File: src/rtl/assert_macros.svh
// assertion helpers included by siphash_2_4_engine_top
`ifndef ASSERT_MACROS_SVH
`define ASSERT_MACROS_SVH

// property checked on the rising edge of clk, switched off while reset is low
`define SH24_ASSERT(label, prop, msg) \
	label: assert property (@(posedge clk) disable iff (!arst_n) prop) else $error(msg);

// implication form of the above
`define SH24_ASSERT_IMP(label, cond, prop, msg) \
	`SH24_ASSERT(label, (cond) |-> (prop), msg)

`endif

File: src/rtl/sh24_pkg.sv
`default_nettype none
package sh24_pkg;

	typedef logic [3:0][63:0] chain_t;

	typedef enum logic [1:0] {
		S_IDLE,
		S_ABS,
		S_FIN
	} state_t;

	typedef enum logic [1:0] {
		REG_KEY_LOW  = 2'd0,
		REG_KEY_HIGH = 2'd1
	} reg_idx_t;

	localparam logic [63:0] IV0 = 64'h736f6d6570736575;
	localparam logic [63:0] IV1 = 64'h646f72616e646f6d;
	localparam logic [63:0] IV2 = 64'h6c7967656e657261;
	localparam logic [63:0] IV3 = 64'h7465646279746573;
	localparam logic [63:0] FIN_XOR = 64'h00000000000000ff;

	localparam logic [1:0] ABS_LAST = 2'd1;
	localparam logic [1:0] FIN_LAST = 2'd3;

	function automatic logic [63:0] rotl64(input logic [63:0] x, input int unsigned n);
		rotl64 = (x << n) | (x >> (64 - n));
	endfunction

endpackage
`default_nettype wire

File: src/rtl/siphash_2_4_engine_top.sv
// channel | direction | handshake              | payload
// message | in        | in_valid / in_ready    | message_word, valid_bytes, last_word
// tag     | out       | out_valid / out_ready  | hash_tag
// config  | in        | cfg_valid / cfg_ready  | cfg_index, cfg_data
//
// one sipround per cycle in a single shared round unit, unless the final round holds;
// words are compressed; a last word is then finalised, a full one after a length-only word
// arst_n clears the key registers to zero and closes any open message
// the tag sits in an output register; a new word is taken while it waits, and
// the last finalisation round holds only if a previous tag is still untaken
// config is always ready; key changes are picked up when the next message opens
`default_nettype none
`include "assert_macros.svh"
module siphash_2_4_engine_top
	import sh24_pkg::*;
(
	input  wire logic        clk,
	input  wire logic        arst_n,
	input  wire logic        in_valid,
	output logic             in_ready,
	input  wire logic [63:0] message_word,
	input  wire logic [3:0]  valid_bytes,
	input  wire logic        last_word,
	output logic             out_valid,
	input  wire logic        out_ready,
	output logic [63:0]      hash_tag,
	input  wire logic        cfg_valid,
	output logic             cfg_ready,
	input  wire logic [1:0]  cfg_index,
	input  wire logic [63:0] cfg_data
);

	state_t      state_q, state_d;
	logic [1:0]  cnt_q;
	logic        open_q, tail_q, fin_q, out_valid_q;
	logic [63:0] key_low_q, key_high_q;
	chain_t      v_q, base_v, rnd_v;
	logic [63:0] m_q, t_q, tag_q;
	logic [7:0]  len_q, len_base, len_add, len_new;
	logic        full, plain, fin_stall;
	logic [63:0] masked, acc_m;

	sh24_round u_round (
		.v_in  (v_q),
		.v_out (rnd_v)
	);

	// chain, length and padded message value seen by an arriving word
	always_comb begin
		if (open_q) begin
			base_v   = v_q;
			len_base = len_q;
		end else begin
			base_v[0] = key_low_q ^ IV0;
			base_v[1] = key_high_q ^ IV1;
			base_v[2] = key_low_q ^ IV2;
			base_v[3] = key_high_q ^ IV3;
			len_base  = 8'd0;
		end
		full    = valid_bytes[3];
		plain   = !last_word || full;
		len_add = plain ? 8'd8 : {5'd0, valid_bytes[2:0]};
		len_new = len_base + len_add;
		for (int i = 0; i < 8; i++) begin
			masked[i*8 +: 8] = (3'(i) < valid_bytes[2:0]) ? message_word[i*8 +: 8] : 8'h00;
		end
		acc_m = plain ? message_word : (masked | {len_new, 56'd0});
	end

	// next state
	always_comb begin
		state_d = state_q;
		unique case (state_q)
			S_IDLE: begin
				if (in_valid) state_d = S_ABS;
			end
			S_ABS: begin
				if (cnt_q == ABS_LAST && !tail_q) state_d = fin_q ? S_FIN : S_IDLE;
			end
			S_FIN: begin
				if (cnt_q == FIN_LAST && !fin_stall) state_d = S_IDLE;
			end
			default: state_d = S_IDLE;
		endcase
	end

	// outputs
	always_comb begin
		in_ready  = (state_q == S_IDLE);
		fin_stall = (state_q == S_FIN) && (cnt_q == FIN_LAST) && out_valid_q && !out_ready;
		out_valid = out_valid_q;
		hash_tag  = tag_q;
		cfg_ready = 1'b1;
	end

	always_ff @(posedge clk or negedge arst_n) begin
		if (!arst_n) begin
			state_q     <= S_IDLE;
			cnt_q       <= '0;
			open_q      <= 1'b0;
			tail_q      <= 1'b0;
			fin_q       <= 1'b0;
			out_valid_q <= 1'b0;
			key_low_q   <= '0;
			key_high_q  <= '0;
		end else begin
			state_q <= state_d;
			if (cfg_valid) begin
				if (cfg_index == REG_KEY_LOW)  key_low_q  <= cfg_data;
				if (cfg_index == REG_KEY_HIGH) key_high_q <= cfg_data;
			end
			if (out_valid_q && out_ready) out_valid_q <= 1'b0;
			unique case (state_q)
				S_IDLE: begin
					if (in_valid) begin
						v_q[0] <= base_v[0];
						v_q[1] <= base_v[1];
						v_q[2] <= base_v[2];
						v_q[3] <= base_v[3] ^ acc_m;
						m_q    <= acc_m;
						t_q    <= {len_new, 56'd0};
						tail_q <= last_word && full;
						fin_q  <= last_word;
						len_q  <= len_new;
						open_q <= !last_word;
						cnt_q  <= '0;
					end
				end
				S_ABS: begin
					v_q   <= rnd_v;
					cnt_q <= cnt_q + 2'd1;
					if (cnt_q == ABS_LAST) begin
						cnt_q    <= '0;
						v_q[0]   <= rnd_v[0] ^ m_q;
						// full last word: length-only tail goes straight in
						if (tail_q) begin
							m_q    <= t_q;
							v_q[3] <= rnd_v[3] ^ t_q;
							tail_q <= 1'b0;
						end else if (fin_q) begin
							v_q[2] <= rnd_v[2] ^ FIN_XOR;
						end
					end
				end
				S_FIN: begin
					if (!fin_stall) begin
						v_q   <= rnd_v;
						cnt_q <= cnt_q + 2'd1;
						if (cnt_q == FIN_LAST) begin
							tag_q       <= rnd_v[0] ^ rnd_v[1] ^ rnd_v[2] ^ rnd_v[3];
							out_valid_q <= 1'b1;
							fin_q       <= 1'b0;
						end
					end
				end
				default: ;
			endcase
		end
	end

	`SH24_ASSERT(a_busy_after_take, (in_valid && in_ready) |=> !in_ready, "ready after transfer")
	`SH24_ASSERT(a_tag_from_fin, $rose(out_valid) |-> $past(state_q == S_FIN), "tag without finalisation")
	`SH24_ASSERT_IMP(a_fin_no_tail, state_q == S_FIN, !tail_q && fin_q, "finalising with tail pending")
	`SH24_ASSERT_IMP(a_abs_count, state_q == S_ABS, !cnt_q[1], "absorb round count overrun")

endmodule
`default_nettype wire

File: src/rtl/sh24_round.sv
`default_nettype none
module sh24_round
	import sh24_pkg::*;
(
	input  wire chain_t v_in,
	output chain_t      v_out
);

	logic [63:0] a0, a1, a2, a3;
	logic [63:0] b0, b1, b2, b3;

	always_comb begin
		a0 = v_in[0] + v_in[1];
		a1 = rotl64(v_in[1], 13) ^ a0;
		a0 = rotl64(a0, 32);
		a2 = v_in[2] + v_in[3];
		a3 = rotl64(v_in[3], 16) ^ a2;
		b0 = a0 + a3;
		b3 = rotl64(a3, 21) ^ b0;
		b2 = a2 + a1;
		b1 = rotl64(a1, 17) ^ b2;
		b2 = rotl64(b2, 32);
		v_out[0] = b0;
		v_out[1] = b1;
		v_out[2] = b2;
		v_out[3] = b3;
	end

endmodule
`default_nettype wire
File: config.mk
export PLATFORM = sky130hd
export DESIGN_NAME = siphash_2_4_engine_top
export DESIGN_NICKNAME = d
export VERILOG_FILES = /design/src/rtl/sh24_pkg.sv /design/src/rtl/siphash_2_4_engine_top.sv /design/src/rtl/sh24_round.sv
export VERILOG_INCLUDE_DIRS = /design/src /design/src/rtl
export SDC_FILE = /design/constraint.sdc
export NUM_CORES = 2
export LEC_CHECK = 0
export BUFFER_PORTS_ARGS = -buffer_cell sky130_fd_sc_hd__buf_2
export CAP_MARGIN = 40
export CORE_ASPECT_RATIO = 1.1
export CORE_MARGIN = 3
export CORE_UTILIZATION = 40
export DETAILED_ROUTE_END_ITERATION = 16
export SLEW_MARGIN = 40
export SYNTH_ARGS = -nofsm -noshare
export SYNTH_HDL_FRONTEND = slang
export SYNTH_SLANG_ARGS = --single-unit
File: constraint.sdc
create_clock -name clk -period 21.6 [get_ports clk]
set_clock_uncertainty 0.1 [all_clocks]
set_input_delay 0 -clock clk [delete_from_list [all_inputs] [get_ports clk]]
set_output_delay 0 -clock clk [all_outputs]
set_load 0.005 [all_outputs]
==> summary.md <==
| Metric | Value |
|---|---|
| Outcome | completed |
| Layout cells sized above 1 | 0.157 |
| Placed cells | 5684 |
| Tightest Hold Check Type | input pin to flop |
| Final antenna-violating net count | 0 |
| FFs w/ async S/R, synth | 0.258 |
| Most Used Layer, Global Route | met2 |
| IO Count | between 200 and 250 |
| Hold_ws | 0.0200 ns |
| Max_slew headroom | 0.301 |
| Synthesis-stage register bit count | 528 |
| Critical path's slowest cell | xnor2_1 |
| Crit path capture type | flop |
| Met1 usage | 0.555 |
| Max Slew Vio Count | 0 |
| DRT iter0 DRCs | 5278 |
| Worst Setup Path Type | flop to flop |
| Via/cell ratio | 6.40 |
| TritonCTS clock tree | done |
| Crit path max fanout | 5 |
| Core area | 101000 sq um |
| CP required | 21.89 ns |
| TNS Setup | 0 ns |
| Final min period | between 9 and 10 ns |
| Total Routed Length | 241 mm |
| Synth cell types | 97 |
| Sequential element share of the synthesized area | 0.371 |
| Post-Synthesis Cell Area | 40900 sq um |
| Area Overhead vs Synth | 19.4% |
| Final GP Congestion | 1.13 |
| CP most frequent cell | o31ai_1 |
| Most used flip-flop cell after synthesis | edfxtp_1 |
| Die Area | ~110000 sq um |
| Area after DPL | about 45000 sq um |
| CTS root buf | clkbuf_16 |
| Worst path max stage delay | between 0.6 and 0.7 ns |
| Worst skew pair latency | 0.66 ns |
| Reg clk slew, reported paths | 0.06 ns |
| GRT overflow | 0 |
| Initial antenna violation count | 21 |
| Port Buffers | just over 200 |
| Initial Util | 0.405 |
| Cts bufs inserted | 66 |
| Final Cycle Share | 0.453 |
| Post-synth net total | 4571 |
| Cell area after layout | 48900 sq um |
| Drt wl/cell | between 40 and 50 microns |
| GRT Util Overall | 0.443 |
| Post-synth EDFFs | 392 |
| Sink Count | 528 |
| Peak Freq | ~0.10 GHz |
| Htree depth | 3 |
| Setup crit start kind | flop |
| DRC Markers | 0 |
| Die X | ~310 microns |
| Detailed placement HPWL | roughly 200 mm |
| Yosys warns | 0 |
| CP Buf/Inv Count | 1 |
| CTS max path bufs | 3 |
| Max cap viols | 0 |
| Nets | 4941 |
| Pre-antenna DRT Iters | 6 |
| Final setup viols | 0 |
| # rows | 122 |
| Least-Margin Pin Slew | ~1.0 ns |
| First-pass GRT wire length | 318 mm |
| Mean post-synth cell area | 9.82 sq um |
| Largest net degree at the start of global routing | 65 |
| Delay-heaviest family, CP | compound AO/OA/AOI/OAI gates |
| Layout Cells excl Fill | 5965 |
| CP arrival | between 10 and 15 ns |
| Endpoints failing hold | 0 |
| Vias | 38200 |
| Post-Syn Instances | 4166 |
| Met3 Use GR | 0.129 |
| Post-CTS Setup Bufs | 0 |
| DIE HEIGHT | 341 microns |
| Vias in the first global route | 36100 |
| Grt met2 use | 0.651 |
| RSZ-0062 raised after global routing | no |
[what timing repair did]
item | in CTS | in global routing
gates resized for setup | 0 | 0
endpoints found under the setup margin | 0 | 0
hold endpoints to repair | 365 | 0
hold buffers | 146 | 0
[through the flow]
step           utilization  setup slack, ns
5_1_grt              0.483            11.38
3_5_place_dp         0.445            12.08
2_1_floorplan            -             3.75
3_3_place_gp         0.437            11.21
4_1_cts              0.482            12.03
6_report             0.483            11.81
[cells by family after synthesis]
group / after synthesis / share of synthesized area
AO/OA/AOI/OAI: 1187 / 0.187
AND/OR/NAND/NOR: 936 / 0.110
XOR/XNOR: 782 / 0.172
flip-flops: 528 / 0.371
adder cells (fa/ha/maj): 269 / 0.0829
buffers and inverters: 267 / 0.0249
multiplexers: 196 / 0.0522
other: 1 / 0.0000916
[synthesized netlist by cell type, types with 6 or more instances]
cell / instances / area (sq um)
o21ai_0: 227 / 1140
a41oi_1: 9 / 78.8
o221ai_1: 14 / 123
buf_2: 9 / 45.0
mux2i_1: 57 / 571
o21bai_1: 50 / 375
xor2_1: 271 / 2370
dfrtp_1: 136 / 3400
o31ai_1: 17 / 128
o211ai_1: 15 / 113
ha_1: 260 / 3250
edfxtp_1: 392 / 11800
a21oi_1: 319 / 1600
clkbuf_1: 138 / 518
a21boi_0: 6 / 45.0
nor3_1: 51 / 255
a221oi_1: 8 / 70.1
nand2_1: 345 / 1290
and4_1: 12 / 105
a211o_1: 8 / 70.1
mux2_2: 139 / 1570
xnor3_1: 11 / 248
a22oi_1: 47 / 353
o21a_1: 35 / 263
nand3_1: 62 / 310
nor2_1: 177 / 664
a31oi_1: 29 / 181
buf_1: 16 / 60.1
inv_1: 103 / 387
o22ai_1: 125 / 782
and2_1: 88 / 551
or3_1: 9 / 56.3
a22o_1: 34 / 298
nor4_1: 9 / 56.3
nand2b_1: 40 / 250
and3_1: 22 / 138
a211oi_1: 15 / 113
nand4_1: 42 / 263
nor2b_1: 47 / 294
a21o_1: 150 / 1130
xnor2_1: 497 / 4350
o21ai_1: 8 / 40.0
[registers in the layout (all words and copies together) (netlist names), 2 cells and up]
signal	cells
key_high_q	64
t_q	8
v_q	256
key_low_q	64
cnt_q	2
state_q	2
hash_tag	64
m_q	64
[metal layers]
metal  up-vias  share of wire
met5         -        0.00026
met4        10          0.089
met3       620           0.11
met2      2516           0.42
met1     19100           0.38
li1      16000              -
[path summary, 6_finish.rpt]
kind | slack [ns] | to | start | depth (start not counted)
worst max-delay path | 11.81 | v_q[248] | v_q[64] | 32
worst min-delay path | 0.02 | key_high_q[7] | cfg_index[0] | 4
worst max register to register | 11.81 | v_q[248] | v_q[64] | 32
worst min register to register | 0.41 | key_low_q[55] | key_low_q[55] | 1
max in group asynchronous | 19.78 | key_low_q[46] | arst_n | 4
min in group asynchronous | 0.53 | key_low_q[41] | arst_n | 4
[area by class of cell]
type                    instances  area (sq um)
fillers                      9592         52200
multi-input cells            3371         25900
flip-flops and latches        528         15200
repair buffers                466          3440
clock buffers                  89          1820
well taps                    1364          1710
clock inverters                33           394
inverters                     103           387
diodes                         11          27.5
[cells in the final DEF, fill, tap and decap left out, types with 42 or more instances in the layout]
cell	count
xnor2_1	458
edfxtp_1	392
nand2_1	345
a21oi_1	319
ha_1	256
o21ai_0	225
xor2_1	213
buf_2	207
nor2_1	172
a21o_1	150
dlygate4sd3_1	146
mux2_2	139
dfrtp_1	135
o22ai_1	125
inv_1	102
buf_4	102
and2_1	87
clkbuf_16	67
nand3_1	62
mux2i_1	57
nor3_1	51
xor2_2	50
o21bai_1	49
nor2b_1	47
a22oi_1	46
nand4_1	42
[worst min-delay path, delay by kind of cell]
family,cells,cell delay [ns]
buffers and inverters,2,0.37
multiplexers,1,0.29
AND/OR/NAND/NOR,1,0.07
Power is not shown: default switching activity piles up to over one toggle a cycle in this logic, so the estimate is an artifact.
